### src/design/spp_pkg.sv
package spp_pkg;

   localparam int CHANNELS   = 4;
   localparam int TIMER_BITS = 16;
   localparam int STAGE_BITS = 2;
   localparam int CMD_BITS   = 2 * CHANNELS;
   localparam int CFG_BITS   = 16;

   typedef logic [CHANNELS-1:0]   chan_type;
   typedef logic [TIMER_BITS-1:0] timer_type;
   typedef logic [STAGE_BITS-1:0] stage_type;
   typedef logic [CFG_BITS-1:0]   cfg_word_type;

   // per-channel command codes
   localparam logic [1:0] CMD_NONE    = 2'd0;
   localparam logic [1:0] CMD_ON      = 2'd1;
   localparam logic [1:0] CMD_OFF     = 2'd2;
   localparam logic [1:0] CMD_INVALID = 2'd3;

   // item kinds
   localparam logic KIND_TICK    = 1'b0;
   localparam logic KIND_COMMAND = 1'b1;

   // register indexes (byte address 4*i)
   localparam logic [1:0] REG_STAGE_ONE   = 2'd0;
   localparam logic [1:0] REG_STAGE_TWO   = 2'd1;
   localparam logic [1:0] REG_STAGE_THREE = 2'd2;
   localparam logic [1:0] REG_MONITOR     = 2'd3;

   localparam cfg_word_type STAGE_DELAY_RESET = 16'd1000;
   localparam cfg_word_type MONITOR_RESET     = 16'd500;

   typedef struct packed {
      cfg_word_type stage_one_delay_ms;
      cfg_word_type stage_two_delay_ms;
      cfg_word_type stage_three_delay_ms;
      cfg_word_type monitor_interval_ms;
   } cfg_type;

   typedef struct packed {
      logic                kind;
      logic [CMD_BITS-1:0] channel_commands;
      chan_type            channel_feedback;
      logic                relay_driver_error;
   } req_item_type;

   typedef struct packed {
      chan_type  relay_on_mask;
      logic [1:0] pump_state;
      stage_type start_stage;
      logic      fault_event;
      logic      feedback_changed;
   } rsp_item_type;

   // ones in the lowest n channel positions
   function automatic chan_type low_mask(input logic [STAGE_BITS:0] n);
      chan_type m;
      for (int i = 0; i < CHANNELS; i++) begin
         m[i] = ((STAGE_BITS+1)'(i) < n);
      end
      return m;
   endfunction

endpackage

### src/design/spp_channels.sv
interface spp_req_if;
   logic                          valid;
   logic                          ready;
   logic                          kind;
   logic [spp_pkg::CMD_BITS-1:0]  channel_commands;
   logic [spp_pkg::CHANNELS-1:0]  channel_feedback;
   logic                          relay_driver_error;

   modport source (
      output valid, kind, channel_commands, channel_feedback, relay_driver_error,
      input  ready
   );
   modport sink (
      input  valid, kind, channel_commands, channel_feedback, relay_driver_error,
      output ready
   );
endinterface

interface spp_rsp_if;
   logic                          valid;
   logic                          ready;
   logic [spp_pkg::CHANNELS-1:0]  relay_on_mask;
   logic [1:0]                    pump_state;
   logic [spp_pkg::STAGE_BITS-1:0] start_stage;
   logic                          fault_event;
   logic                          feedback_changed;

   modport source (
      output valid, relay_on_mask, pump_state, start_stage, fault_event,
             feedback_changed,
      input  ready
   );
   modport sink (
      input  valid, relay_on_mask, pump_state, start_stage, fault_event,
             feedback_changed,
      output ready
   );
endinterface

### src/design/spp_csr.sv
module spp_csr (
   input  logic             clock,
   input  logic             reset,
   input  logic             csr_psel,
   input  logic             csr_penable,
   input  logic             csr_pwrite,
   input  logic [3:0]       csr_paddr,
   input  logic [31:0]      csr_pwdata,
   output logic [31:0]      csr_prdata,
   output logic             csr_pready,
   output spp_pkg::cfg_type cfg
);

   spp_pkg::cfg_type cfg_ff;
   logic             wr_en;
   logic [1:0]       reg_idx;

   assign reg_idx    = csr_paddr[3:2];
   assign wr_en      = csr_psel && csr_penable && csr_pwrite;
   assign csr_pready = 1'b1;
   assign cfg        = cfg_ff;

   always_ff @(posedge clock) begin
      if (reset) begin
         cfg_ff.stage_one_delay_ms   <= spp_pkg::STAGE_DELAY_RESET;
         cfg_ff.stage_two_delay_ms   <= spp_pkg::STAGE_DELAY_RESET;
         cfg_ff.stage_three_delay_ms <= spp_pkg::STAGE_DELAY_RESET;
         cfg_ff.monitor_interval_ms  <= spp_pkg::MONITOR_RESET;
      end else if (wr_en) begin
         case (reg_idx)
            spp_pkg::REG_STAGE_ONE:   cfg_ff.stage_one_delay_ms   <= csr_pwdata[15:0];
            spp_pkg::REG_STAGE_TWO:   cfg_ff.stage_two_delay_ms   <= csr_pwdata[15:0];
            spp_pkg::REG_STAGE_THREE: cfg_ff.stage_three_delay_ms <= csr_pwdata[15:0];
            spp_pkg::REG_MONITOR:     cfg_ff.monitor_interval_ms  <= csr_pwdata[15:0];
            default: ;
         endcase
      end
   end

   always_comb begin
      case (reg_idx)
         spp_pkg::REG_STAGE_ONE:   csr_prdata = {16'd0, cfg_ff.stage_one_delay_ms};
         spp_pkg::REG_STAGE_TWO:   csr_prdata = {16'd0, cfg_ff.stage_two_delay_ms};
         spp_pkg::REG_STAGE_THREE: csr_prdata = {16'd0, cfg_ff.stage_three_delay_ms};
         spp_pkg::REG_MONITOR:     csr_prdata = {16'd0, cfg_ff.monitor_interval_ms};
         default:                  csr_prdata = 32'd0;
      endcase
   end

endmodule

### src/design/spp_core.sv
module spp_core (
   input  logic                  clock,
   input  logic                  reset,
   input  logic                  fire,
   input  spp_pkg::req_item_type item,
   input  spp_pkg::cfg_type      cfg,
   output spp_pkg::rsp_item_type result
);

   typedef enum logic [1:0] {
      PH_STOPPED  = 2'd0,
      PH_STARTING = 2'd1,
      PH_RUNNING  = 2'd2,
      PH_FAULT    = 2'd3
   } phase_type;

   localparam spp_pkg::stage_type LAST_STAGE = spp_pkg::STAGE_BITS'(spp_pkg::CHANNELS - 1);
   localparam spp_pkg::timer_type TIMER_MAX  = '1;

   phase_type           phase_ff,   phase_in;
   spp_pkg::stage_type  stage_ff,   stage_in;
   spp_pkg::timer_type  stage_el_ff, stage_el_in;
   spp_pkg::timer_type  mon_el_ff,  mon_el_in;
   spp_pkg::chan_type   relay_ff,   relay_in;
   spp_pkg::chan_type   last_fb_ff;

   spp_pkg::timer_type  stage_el_inc;
   spp_pkg::timer_type  mon_el_inc;
   spp_pkg::timer_type  stage_wait;
   spp_pkg::stage_type  stage_next;
   logic [spp_pkg::STAGE_BITS:0] stage_count;
   logic                bad_cmd;
   logic                any_on;
   logic                any_off;
   logic                fault;
   logic [1:0]          code;

   assign stage_el_inc = (stage_el_ff == TIMER_MAX) ? stage_el_ff : stage_el_ff + 1'b1;
   assign mon_el_inc   = (mon_el_ff == TIMER_MAX) ? mon_el_ff : mon_el_ff + 1'b1;
   assign stage_next   = stage_ff + 1'b1;
   assign stage_count  = {1'b0, stage_ff} + 1'b1;

   // last stage waits one monitor interval
   always_comb begin
      if (stage_ff == LAST_STAGE) begin
         stage_wait = cfg.monitor_interval_ms;
      end else begin
         case (stage_ff)
            2'd0:    stage_wait = cfg.stage_one_delay_ms;
            2'd1:    stage_wait = cfg.stage_two_delay_ms;
            default: stage_wait = cfg.stage_three_delay_ms;
         endcase
      end
   end

   always_comb begin
      bad_cmd = 1'b0;
      any_on  = 1'b0;
      any_off = 1'b0;
      code    = spp_pkg::CMD_NONE;
      for (int c = 0; c < spp_pkg::CHANNELS; c++) begin
         code = item.channel_commands[2*c +: 2];
         if (code == spp_pkg::CMD_INVALID) bad_cmd = 1'b1;
         else if (code == spp_pkg::CMD_OFF) any_off = 1'b1;
         else if (code == spp_pkg::CMD_ON)  any_on  = 1'b1;
      end
   end

   always_comb begin
      phase_in    = phase_ff;
      stage_in    = stage_ff;
      stage_el_in = stage_el_ff;
      mon_el_in   = mon_el_ff;
      relay_in    = relay_ff;
      fault       = 1'b0;

      if (item.kind == spp_pkg::KIND_COMMAND) begin
         if (!bad_cmd) begin
            if (any_off) begin
               phase_in    = PH_STOPPED;
               relay_in    = '0;
               stage_in    = '0;
               stage_el_in = '0;
               mon_el_in   = '0;
            end else if (any_on && phase_ff != PH_STARTING && phase_ff != PH_RUNNING) begin
               stage_in    = '0;
               stage_el_in = '0;
               mon_el_in   = '0;
               if (item.relay_driver_error) begin
                  phase_in = PH_FAULT;
                  relay_in = '0;
                  fault    = 1'b1;
               end else begin
                  phase_in = PH_STARTING;
                  relay_in = spp_pkg::CHANNELS'(1);
               end
            end
         end
      end else begin
         case (phase_ff)
            PH_STARTING: begin
               stage_el_in = stage_el_inc;
               mon_el_in   = mon_el_inc;
               if (stage_el_inc >= stage_wait) begin
                  if ((item.channel_feedback & spp_pkg::low_mask(stage_count))
                      != spp_pkg::low_mask(stage_count)) begin
                     fault = 1'b1;
                  end else if (stage_ff == LAST_STAGE) begin
                     phase_in    = PH_RUNNING;
                     stage_in    = '0;
                     stage_el_in = '0;
                     mon_el_in   = '0;
                  end else if (item.relay_driver_error) begin
                     fault = 1'b1;
                  end else begin
                     relay_in    = relay_ff | (spp_pkg::CHANNELS'(1) << stage_next);
                     stage_in    = stage_next;
                     stage_el_in = '0;
                     mon_el_in   = '0;
                  end
               end else if (mon_el_inc >= cfg.monitor_interval_ms) begin
                  mon_el_in = '0;
                  if ((item.channel_feedback & spp_pkg::low_mask({1'b0, stage_ff}))
                      != spp_pkg::low_mask({1'b0, stage_ff})) begin
                     fault = 1'b1;
                  end
               end
            end
            PH_RUNNING: begin
               mon_el_in = mon_el_inc;
               if (mon_el_inc >= cfg.monitor_interval_ms) begin
                  mon_el_in = '0;
                  if (item.channel_feedback != '1) fault = 1'b1;
               end
            end
            default: ;
         endcase
         // drop every relay on a feedback or driver fault
         if (fault) begin
            phase_in    = PH_FAULT;
            relay_in    = '0;
            stage_in    = '0;
            stage_el_in = '0;
            mon_el_in   = '0;
         end
      end
   end

   assign result.relay_on_mask    = relay_in;
   assign result.pump_state       = phase_in;
   assign result.start_stage      = (phase_in == PH_STARTING) ? stage_in : '0;
   assign result.fault_event      = fault;
   assign result.feedback_changed = (item.channel_feedback != last_fb_ff);

   always_ff @(posedge clock) begin
      if (reset) begin
         phase_ff    <= PH_STOPPED;
         stage_ff    <= '0;
         stage_el_ff <= '0;
         mon_el_ff   <= '0;
         relay_ff    <= '0;
         last_fb_ff  <= '0;
      end else if (fire) begin
         phase_ff    <= phase_in;
         stage_ff    <= stage_in;
         stage_el_ff <= stage_el_in;
         mon_el_ff   <= mon_el_in;
         relay_ff    <= relay_in;
         last_fb_ff  <= item.channel_feedback;
      end
   end

`ifndef NO_ASSERTIONS
   a_idle_relays_off: assert property (@(posedge clock) disable iff (reset)
      (phase_ff == PH_STOPPED || phase_ff == PH_FAULT) |-> relay_ff == '0)
      else $error("relays on while stopped or faulted");

   a_running_all_on: assert property (@(posedge clock) disable iff (reset)
      phase_ff == PH_RUNNING |-> relay_ff == '1)
      else $error("running without all relays on");

   a_starting_mask: assert property (@(posedge clock) disable iff (reset)
      phase_ff == PH_STARTING |-> relay_ff == spp_pkg::low_mask(stage_count))
      else $error("relay mask does not match start stage");

   a_fault_event_state: assert property (@(posedge clock) disable iff (reset)
      (fire && result.fault_event) |=> phase_ff == PH_FAULT && relay_ff == '0)
      else $error("fault event without fault shutdown");

   a_stage_idle_zero: assert property (@(posedge clock) disable iff (reset)
      phase_ff != PH_STARTING |-> stage_ff == '0)
      else $error("stage index set outside start sequence");
`endif

endmodule

### src/design/staged_pump_start_sequencer.sv
// Channel | Dir | Handshake   | Beat payload
// --------+-----+-------------+----------------------------------------------------------
// req     | in  | valid/ready | kind, channel_commands, channel_feedback, relay_driver_error
// rsp     | out | valid/ready | relay_on_mask, pump_state, start_stage, fault_event,
//         |     |             | feedback_changed
// csr     | in  | APB write   | four 16-bit delay registers at byte address 4*i
//
// One rsp beat per req beat, one req beat per cycle sustained while rsp is
// ready. Each beat passes an input register, then the sequencer update and
// result register. Reset is synchronous and returns to stopped with all
// relays off and the registers at their defaults. Stalls on rsp hold the
// result register; req.ready drops while the input register holds a beat that cannot advance.
module staged_pump_start_sequencer (
   input  logic        clock,
   input  logic        reset,
   spp_req_if.sink     req,
   spp_rsp_if.source   rsp,
   input  logic        csr_psel,
   input  logic        csr_penable,
   input  logic        csr_pwrite,
   input  logic [3:0]  csr_paddr,
   input  logic [31:0] csr_pwdata,
   output logic [31:0] csr_prdata,
   output logic        csr_pready
);

   spp_pkg::cfg_type      cfg;
   spp_pkg::req_item_type in_item_ff;
   spp_pkg::rsp_item_type out_item_ff;
   spp_pkg::rsp_item_type result;
   logic                  in_vld_ff,  in_vld_in;
   logic                  out_vld_ff, out_vld_in;
   logic                  fire;
   logic                  req_take;

   spp_csr u_csr (
      .clock       (clock),
      .reset       (reset),
      .csr_psel    (csr_psel),
      .csr_penable (csr_penable),
      .csr_pwrite  (csr_pwrite),
      .csr_paddr   (csr_paddr),
      .csr_pwdata  (csr_pwdata),
      .csr_prdata  (csr_prdata),
      .csr_pready  (csr_pready),
      .cfg         (cfg)
   );

   // advance a held beat whenever the result register is free or draining
   assign fire      = in_vld_ff && (!out_vld_ff || rsp.ready);
   assign req.ready = !in_vld_ff || fire;
   assign req_take  = req.valid && req.ready;

   assign in_vld_in  = req_take ? 1'b1 : (fire ? 1'b0 : in_vld_ff);
   assign out_vld_in = fire ? 1'b1 : (rsp.ready ? 1'b0 : out_vld_ff);

   spp_core u_core (
      .clock  (clock),
      .reset  (reset),
      .fire   (fire),
      .item   (in_item_ff),
      .cfg    (cfg),
      .result (result)
   );

   always_ff @(posedge clock) begin
      if (reset) begin
         in_vld_ff  <= 1'b0;
         out_vld_ff <= 1'b0;
      end else begin
         in_vld_ff  <= in_vld_in;
         out_vld_ff <= out_vld_in;
      end
   end

   // payload registers: capture the req beat, hold the rsp beat while stalled
   always_ff @(posedge clock) begin
      if (req_take) begin
         in_item_ff.kind               <= req.kind;
         in_item_ff.channel_commands   <= req.channel_commands;
         in_item_ff.channel_feedback   <= req.channel_feedback;
         in_item_ff.relay_driver_error <= req.relay_driver_error;
      end
      if (fire) begin
         out_item_ff <= result;
      end
   end

   assign rsp.valid            = out_vld_ff;
   assign rsp.relay_on_mask    = out_item_ff.relay_on_mask;
   assign rsp.pump_state       = out_item_ff.pump_state;
   assign rsp.start_stage      = out_item_ff.start_stage;
   assign rsp.fault_event      = out_item_ff.fault_event;
   assign rsp.feedback_changed = out_item_ff.feedback_changed;

endmodule

### src/flat_wrapper.sv
// flat-port wrapper written by rule: the top's interface ports become plain ports
module staged_pump_start_sequencer_flat 
  (clock, reset, csr_psel, csr_penable, csr_pwrite, csr_paddr, csr_pwdata, csr_prdata, csr_pready, req_valid, req_kind, req_channel_commands, req_channel_feedback, req_relay_driver_error, req_ready, rsp_valid, rsp_relay_on_mask, rsp_pump_state, rsp_start_stage, rsp_fault_event, rsp_feedback_changed, rsp_ready);
  spp_req_if req_i ();
  spp_rsp_if rsp_i ();
  input  logic clock;
  input  logic reset;
  input  logic csr_psel;
  input  logic csr_penable;
  input  logic csr_pwrite;
  input  logic [3:0] csr_paddr;
  input  logic [31:0] csr_pwdata;
  output logic [31:0] csr_prdata;
  output logic csr_pready;
  input wire logic [$bits(req_i.valid)-1:0] req_valid;
  input wire logic [$bits(req_i.kind)-1:0] req_kind;
  input wire logic [$bits(req_i.channel_commands)-1:0] req_channel_commands;
  input wire logic [$bits(req_i.channel_feedback)-1:0] req_channel_feedback;
  input wire logic [$bits(req_i.relay_driver_error)-1:0] req_relay_driver_error;
  output wire logic [$bits(req_i.ready)-1:0] req_ready;
  output wire logic [$bits(rsp_i.valid)-1:0] rsp_valid;
  output wire logic [$bits(rsp_i.relay_on_mask)-1:0] rsp_relay_on_mask;
  output wire logic [$bits(rsp_i.pump_state)-1:0] rsp_pump_state;
  output wire logic [$bits(rsp_i.start_stage)-1:0] rsp_start_stage;
  output wire logic [$bits(rsp_i.fault_event)-1:0] rsp_fault_event;
  output wire logic [$bits(rsp_i.feedback_changed)-1:0] rsp_feedback_changed;
  input wire logic [$bits(rsp_i.ready)-1:0] rsp_ready;
  assign req_i.valid = req_valid;
  assign req_i.kind = req_kind;
  assign req_i.channel_commands = req_channel_commands;
  assign req_i.channel_feedback = req_channel_feedback;
  assign req_i.relay_driver_error = req_relay_driver_error;
  assign req_ready = req_i.ready;
  assign rsp_valid = rsp_i.valid;
  assign rsp_relay_on_mask = rsp_i.relay_on_mask;
  assign rsp_pump_state = rsp_i.pump_state;
  assign rsp_start_stage = rsp_i.start_stage;
  assign rsp_fault_event = rsp_i.fault_event;
  assign rsp_feedback_changed = rsp_i.feedback_changed;
  assign rsp_i.ready = rsp_ready;
  staged_pump_start_sequencer u_core (.clock(clock), .reset(reset), .req(req_i), .rsp(rsp_i), .csr_psel(csr_psel), .csr_penable(csr_penable), .csr_pwrite(csr_pwrite), .csr_paddr(csr_paddr), .csr_pwdata(csr_pwdata), .csr_prdata(csr_prdata), .csr_pready(csr_pready));
endmodule
### config.mk
export PLATFORM = sky130hd
export DESIGN_NAME = staged_pump_start_sequencer_flat
export DESIGN_NICKNAME = d
export VERILOG_FILES = /design/src/design/spp_pkg.sv /design/src/design/spp_channels.sv /design/src/design/spp_csr.sv /design/src/design/spp_core.sv /design/src/design/staged_pump_start_sequencer.sv /design/src/flat_wrapper.sv
export SDC_FILE = /design/constraint.sdc
export NUM_CORES = 1
export LEC_CHECK = 0
export BUFFER_PORTS_ARGS = -buffer_cell sky130_fd_sc_hd__buf_2
export CORE_MARGIN = 1.5
export CORE_UTILIZATION = 47
export DETAILED_ROUTE_END_ITERATION = 7
export PLACE_DENSITY_LB_ADDON = 0.2
export SETUP_SLACK_MARGIN = 0.15
export SYNTH_ARGS = -nofsm -noshare
export SYNTH_HDL_FRONTEND = slang
export SYNTH_SLANG_ARGS = --single-unit
### constraint.sdc
create_clock -name clock -period 6.05 [get_ports clock]
set_input_delay 0.605 -clock clock [delete_from_list [all_inputs] [get_ports clock]]
set_output_delay 0.605 -clock clock [all_outputs]
set_load 0.005 [all_outputs]
[After elaboration in Yosys (flattened, before gate mapping)]
Cells that the tools add are included.
Word-level totals
  flip-flop bits (word level): 134
  bits in latches: 0
  memory bits (writable): 0
  memory bits (read-only): 0
  bits of input ports: 57
  logic and storage cells: 186
  memories kept: 0
Cells by class
  add/sub/neg operators: 4
  multipliers: 0
  div/mod/pow operators: 0
  magnitude comparators: 9
  equal/unequal tests: 30
  shift-type cells: 1
  mux-type cells: 96
  bitwise logic cells: 3
  reductions and logical operators: 22
Operators by type and width (number)
  $mux W16: 20
  $pmux W32 S4: 1
  $pmux W16 S2: 2
  $mux W1: 42
  $mux W2: 20
  $mux W4: 10
  $add A16 B1 Y16 const B: 2
  $eq A16 B16 Y1 const B: 2
  $ge A16 B16 Y1: 2
  $eq A2 B2 Y1 const B: 12
  $eq A2 B1 Y1 const B: 8
  $ne A4 B4 Y1: 2
  $reduce_and A2 Y1: 4
  $reduce_and A4 Y1: 2
  $logic_and A1 B1 Y1: 6
  $lt A1 B3 Y1 const A: 2
  $lt A2 B3 Y1 const A: 2
  $and A4 B3 Y4: 1
  $and A4 B4 Y4: 1
  $logic_not A2 Y1: 2
  $lt A1 B2 Y1 const A: 2
  $ne A2 B2 Y1 const B: 2
  $ne A4 B3 Y1: 1
  $ne A4 B4 Y1 const B: 1
  other kinds (13): 16

[Longest topological paths before layout]
  word-level depth: 20
  gate-level depth with buffers: 18
  mapped depth without buffers: 16

[Cells and area by module]
From an unflattened synthesis, not the netlist that was laid out.
Second synthesis, totals
  cell total of the unflattened synthesis: 885
  area total of the unflattened synthesis: 8177.8 sq um
Modules (own cells, without submodules)
  spp_core: instances 1, cells each 576, area each 4265.3 sq um, seq. area each 880.8 sq um
  spp_csr: instances 1, cells each 275, area each 3088.0 sq um, seq. area each 1281.2 sq um
  staged_pump_start_sequencer: instances 1, cells each 34, area each 824.5 sq um, seq. area each 760.7 sq um

[Least setup slack after synthesis]
OpenSTA, ideal clock, no wires.
  path kind: flip-flop to flip-flop
  start: register u_core.u_core.stage_ff[0]
  end: register u_core.out_item_ff, in the netlist u_core.rsp.start_stage[0], data pin
  setup time: 0.176 ns
  arrival: 3.591 ns
  required time: 5.874 ns
  setup slack: 2.283 ns
  stages on the path, launching flop included: 16
  clock period less this slack: 3.767 ns
  cells stage by stage: dfxtp_1 inv_1 ha_1 clkbuf_1 nor2_1 clkbuf_1 a211oi_1 a21o_1 ha_1 nand4_1 or3_4 o21ai_4 a21oi_1 a22o_1 nand3b_4 nor4_1
RTL lines
  start, declared: RTL line spp_core.sv:21  | spp_pkg::stage_type stage_ff, stage_in;
  start signal, assigned: RTL line spp_core.sv:165  | stage_ff <= stage_in;
  end signal, assigned: RTL line staged_pump_start_sequencer.sv:85  | out_item_ff <= result;
  end, declared: RTL line staged_pump_start_sequencer.sv:29  | spp_pkg::rsp_item_type out_item_ff;

[Worst setup path after layout]
  start: register u_core.u_core.stage_ff[0]
  end: register u_core.u_core.stage_el_ff[9]
On the way
  word-level cells in the longest chain between the ends: 10
  elaborated cells on any way between the ends: 33
Ends and longest elaborated chain
  parallel branches: the longest is 10 deep, another holds $ge A16 B16 Y1
  end signal, assigned: RTL line spp_core.sv:166  | stage_el_ff <= stage_el_in;
  end, declared: RTL line spp_core.sv:22  | spp_pkg::timer_type stage_el_ff, stage_el_in;
Parallel ways; which one is timed is not known. The select of a mux whose other input is x is not followed.
A chain may end at the register's enable or synchronous reset.

==> impl_metrics.ini <==
[place]
globalplace.congestion = 0.876
placement.setup.worst_slack_ns = 1.48
dp_hpwl_um = 13500
port-buffer-count = 66

[clocking]
tritoncts = built
cts-root-buf = sky130_fd_sc_hd__clkbuf_16
tritoncts_num_sinks = 134
cts.repair.resized = 0
worstSkewPairLatency_ns = 0.43
cts_post_setup_buffers_inserted = 0
cts_inserted_buffers = 17
post_cts_hold_buffer_count = 0
htreeDepth = 4
clock_buffer_depth = 2
cts.reportedPaths.clkPinSlew_ns = 0.06

[setup_path]
rr_startpoint = u_core.u_core.stage_ff[0]
setup.worst_path.end_class = flop
critical-path-slowest-cell = sky130_fd_sc_hd__nor2_1
timing.critical_path.arrival_ns = 4.93
worst_ep_required_time_ns = 6.37
worstPathCellList = inv_1 > ha_1 > nor2_1 > buf_4 > a211oi_1 > a21o_1 > ha_1 > a211oi_1 > nor2_1 > a211oi_2 > o21ai_4 > o2bb2ai_4 > nor3b_4 > buf_4 > a21oi_1 > o32ai_1
crit_path_start_kind = flop
crit-reg2reg-capture = u_core.u_core.stage_el_ff[9]
crit_path_max_incr_delay_ns = 0.59
critical_path_peak_fanout = 10
path_class = flop to flop
timing.reg2reg.worst_path_depth = 16
regToRegSetupSlack_ns = 1.45

[die]
io_pins = 102
chipHeight_um = 132
core_area_um2 = 16500
dieWidth_um = 132
fp.dieArea_um2 = 17500
floorplan.initialDensity_pct = 47.8
row_count = 47

[global_route]
grt_pass1_wl_um = 33000
maximum_number_of_pins_on_one_net_before_global_route_repair = 70
grt.total_usage_pct = 23.7
first_global_vias = 6301
grt_overflow_total = 0
initial_antenna_violation_count = 0

[min_path]
hold_path_class = primary input to flop
hold-path-endpoint = u_core.in_item_ff[6]
worst_hold_path.num_cells = 1
hp-start = req_channel_commands[1]

[pwr]
pwr_density_cell_nw_per_um2 = 237
seqPwrFrac_pct = 44.8
intPower_mw = 1.59
net-switching-power_mw = 0.518
power.share.switching_pct = 24.6
power.ir.vdd_worst_v = 0.000219
clockPowerShare_pct = 48.2
comb_power_share_pct = 7.0
power_leakage_nw = 3.46
p_total_mw = 2.10

[run]
drv_cap = 0

[synthesis]
ys.flop_type = sky130_fd_sc_hd__dfxtp_1
ys.warnings.count = 0
ys_async_sr_fraction_pct = 0
yosysUniqueCellTypes = 68
synth-edff-count = 24
synthesis.instances = 932
postSynthRegisterBits = 134
synth.yosys.seq_area_share_pct = 37.1
syn_avg_cell_area_um2 = 8.44
syn-cell-area_um2 = 7870

[routing]
avgRoutedWirePerCell_um = 16.5
vias = 6740
finalWirelength_um = 20000
post-route-drc-count = 0
viasPerCell = 5.59
first_iter_violations = 518
drt_pass1_iterations = 5
route.antenna.remaining_nets = 0

[timing]
hold_violations = 0
slew-limit-headroom_pct = 30.5
max_freq_mhz = 217
worstMarginPinSlew_ns = 1.04
slew_violations = 0
rsz0062_at_grt = no
min_period_ns = 4.60
final.setup.tns_ns = 0
timing.final.ws_setup_ns = 1.45
finalClockSkew_ns = 0.0154
period_share_pct = 76.1
setup_violations = 0

[cells_and_area]
n_antenna_cell = 0
sequential_cell_area_um2 = 2920
areaGrowthSynthToFinish_pct = 12.7
layout-drive-gt1-share_pct = 15.7
multi_input_area_um2 = 4540
layout.filler_cells = 1594
fin_nets = 1073

[run_status]
status = complete, no violations
## flip-flops by register name (all words and copies together), names as in the netlist, 4 cells and up
register,flops
u_core.in_item_ff,14
u_core.rsp.relay_on_mask,4
u_core.u_csr.cfg,64
u_core.u_core.last_fb_ff,4
u_core.u_core.stage_el_ff,16
u_core.u_core.relay_ff,4
u_core.u_core.mon_el_ff,16
## cells in the mapped netlist (3+ instances only)
master	n	area (um^2)
sky130_fd_sc_hd__dfxtp_1	110	2200
sky130_fd_sc_hd__a21oi_1	96	480
sky130_fd_sc_hd__nand2b_1	4	25.0
sky130_fd_sc_hd__a211oi_1	20	150
sky130_fd_sc_hd__buf_1	3	11.3
sky130_fd_sc_hd__nor3_1	14	70.1
sky130_fd_sc_hd__nand2_1	203	762
sky130_fd_sc_hd__a22o_1	17	149
sky130_fd_sc_hd__xor2_1	4	35.0
sky130_fd_sc_hd__mux4_2	16	360
sky130_fd_sc_hd__nor2b_1	13	81.3
sky130_fd_sc_hd__xnor2_1	23	201
sky130_fd_sc_hd__a211oi_2	3	37.5
sky130_fd_sc_hd__edfxtp_1	24	721
sky130_fd_sc_hd__buf_4	18	135
sky130_fd_sc_hd__a21o_1	16	120
sky130_fd_sc_hd__nor2_1	37	139
sky130_fd_sc_hd__a31oi_1	6	37.5
sky130_fd_sc_hd__inv_1	34	128
sky130_fd_sc_hd__clkbuf_1	40	150
sky130_fd_sc_hd__o41ai_1	4	35.0
sky130_fd_sc_hd__a22oi_1	6	45.0
sky130_fd_sc_hd__or3_1	7	43.8
sky130_fd_sc_hd__o21ai_0	6	30.0
sky130_fd_sc_hd__and3_1	6	37.5
sky130_fd_sc_hd__nand4_1	12	75.1
sky130_fd_sc_hd__and2_1	3	18.8
sky130_fd_sc_hd__nand3_1	43	215
sky130_fd_sc_hd__nor4_1	5	31.3
sky130_fd_sc_hd__nand3b_1	29	218
sky130_fd_sc_hd__o21ai_1	6	30.0
sky130_fd_sc_hd__ha_1	43	538
sky130_fd_sc_hd__o32ai_1	4	35.0
sky130_fd_sc_hd__o21a_1	7	52.6
sky130_fd_sc_hd__buf_2	8	40.0
## worst max-delay path: cells and delay by family (launching register included)
kind / cells / cell delay, ns
and+or+nand+nor: 3 / 1.13
DFF: 1 / 0.50
adders and majority gates: 2 / 0.57
buffers and inverters: 3 / 0.76
AOI/OAI and AO/OA: 8 / 1.55
## layer usage
layer / wire (um) / part of all wire (%) / vias up / global-route usage, %
met5: 0 / 0 / - / 0
met4: 431 / 2.2 / 0 / 8.73
met3: 1050 / 5.3 / 28 / 4.46
met2: 9280 / 47 / 210 / 37.9
met1: 9190 / 46 / 3145 / 31.9
li1: - / - / 3357 / -
## layout make-up
type                            instances  area share (%)
Multi-Input combinational cell        709            51.2
Clock buffer                           19            5.24
Inverter                               34            1.44
Tap cell                              220            3.10
Timing Repair Buffer                   77            4.69
Clock inverter                         13            1.35
Sequential cell                       134            33.0
## metrics by stage
step	utilization, %	instances	instance area, um^2	hold slack [ns]
2_1_floorplan	-	947	7930	0.432
3_3_place_gp	50.3	1174	8280	0.443
3_5_place_dp	50.3	1174	8280	0.451
4_1_cts	53.8	1206	8870	0.340
5_1_grt	53.8	1206	8870	0.340
6_report	53.8	1206	8870	0.352
## logic make-up after synthesis
group                    after synthesis  share of synthesized area (%)
XOR/XNOR                              27                           3.00
flip-flops                           134                           37.1
multiplexers                          18                           4.86
AO/OA/AOI/OAI                        210                           17.8
other                                  2                         0.0954
buffers and inverters                104                           6.04
adder cells (fa/ha/maj)               43                           6.84
AND/OR/NAND/NOR                      394                           24.2
## worst max path at each step
stage	from	endpoint	slack, ns	cells after the start
detailed placement	u_core.u_core.stage_ff[0]	u_core.u_core.stage_el_ff[9]	1.48	16
CTS	u_core.u_core.stage_ff[0]	u_core.u_core.stage_el_ff[9]	1.45	16
global placement	u_core.u_core.stage_ff[0]	u_core.u_core.stage_el_ff[9]	1.50	16
floorplan	u_core.u_core.stage_ff[0]	u_core.rsp.start_stage[0]	2.28	15
finish	u_core.u_core.stage_ff[0]	u_core.u_core.stage_el_ff[9]	1.45	16
global route	u_core.u_core.stage_ff[0]	u_core.u_core.stage_el_ff[9]	1.02	16
## cell usage in the layout, fill, tap and decap left out, types with 18 or more instances in the layout
master,Yosys,routed
sky130_fd_sc_hd__nand2_1,203,203
sky130_fd_sc_hd__dfxtp_1,110,110
sky130_fd_sc_hd__a21oi_1,96,96
sky130_fd_sc_hd__buf_2,8,65
sky130_fd_sc_hd__nand3_1,43,43
sky130_fd_sc_hd__ha_1,43,43
sky130_fd_sc_hd__nor2_1,37,37
sky130_fd_sc_hd__inv_1,34,34
sky130_fd_sc_hd__nand3b_1,29,29
sky130_fd_sc_hd__edfxtp_1,24,24
sky130_fd_sc_hd__xnor2_1,23,23
sky130_fd_sc_hd__a211oi_1,20,20
sky130_fd_sc_hd__clkbuf_16,0,18
## power groups by stage
stage	sequential [mW]	combinational, mW	clock (mW)
6_report	0.943	0.146	1.01
5_1_grt	0.945	0.163	1.07
4_1_cts	0.943	0.146	1.03
3_5_place_dp	0.962	0.145	0
3_3_place_gp	0.962	0.145	0
2_1_floorplan	0.958	0.105	0
Note: power is estimated with default switching activity, not from simulation.
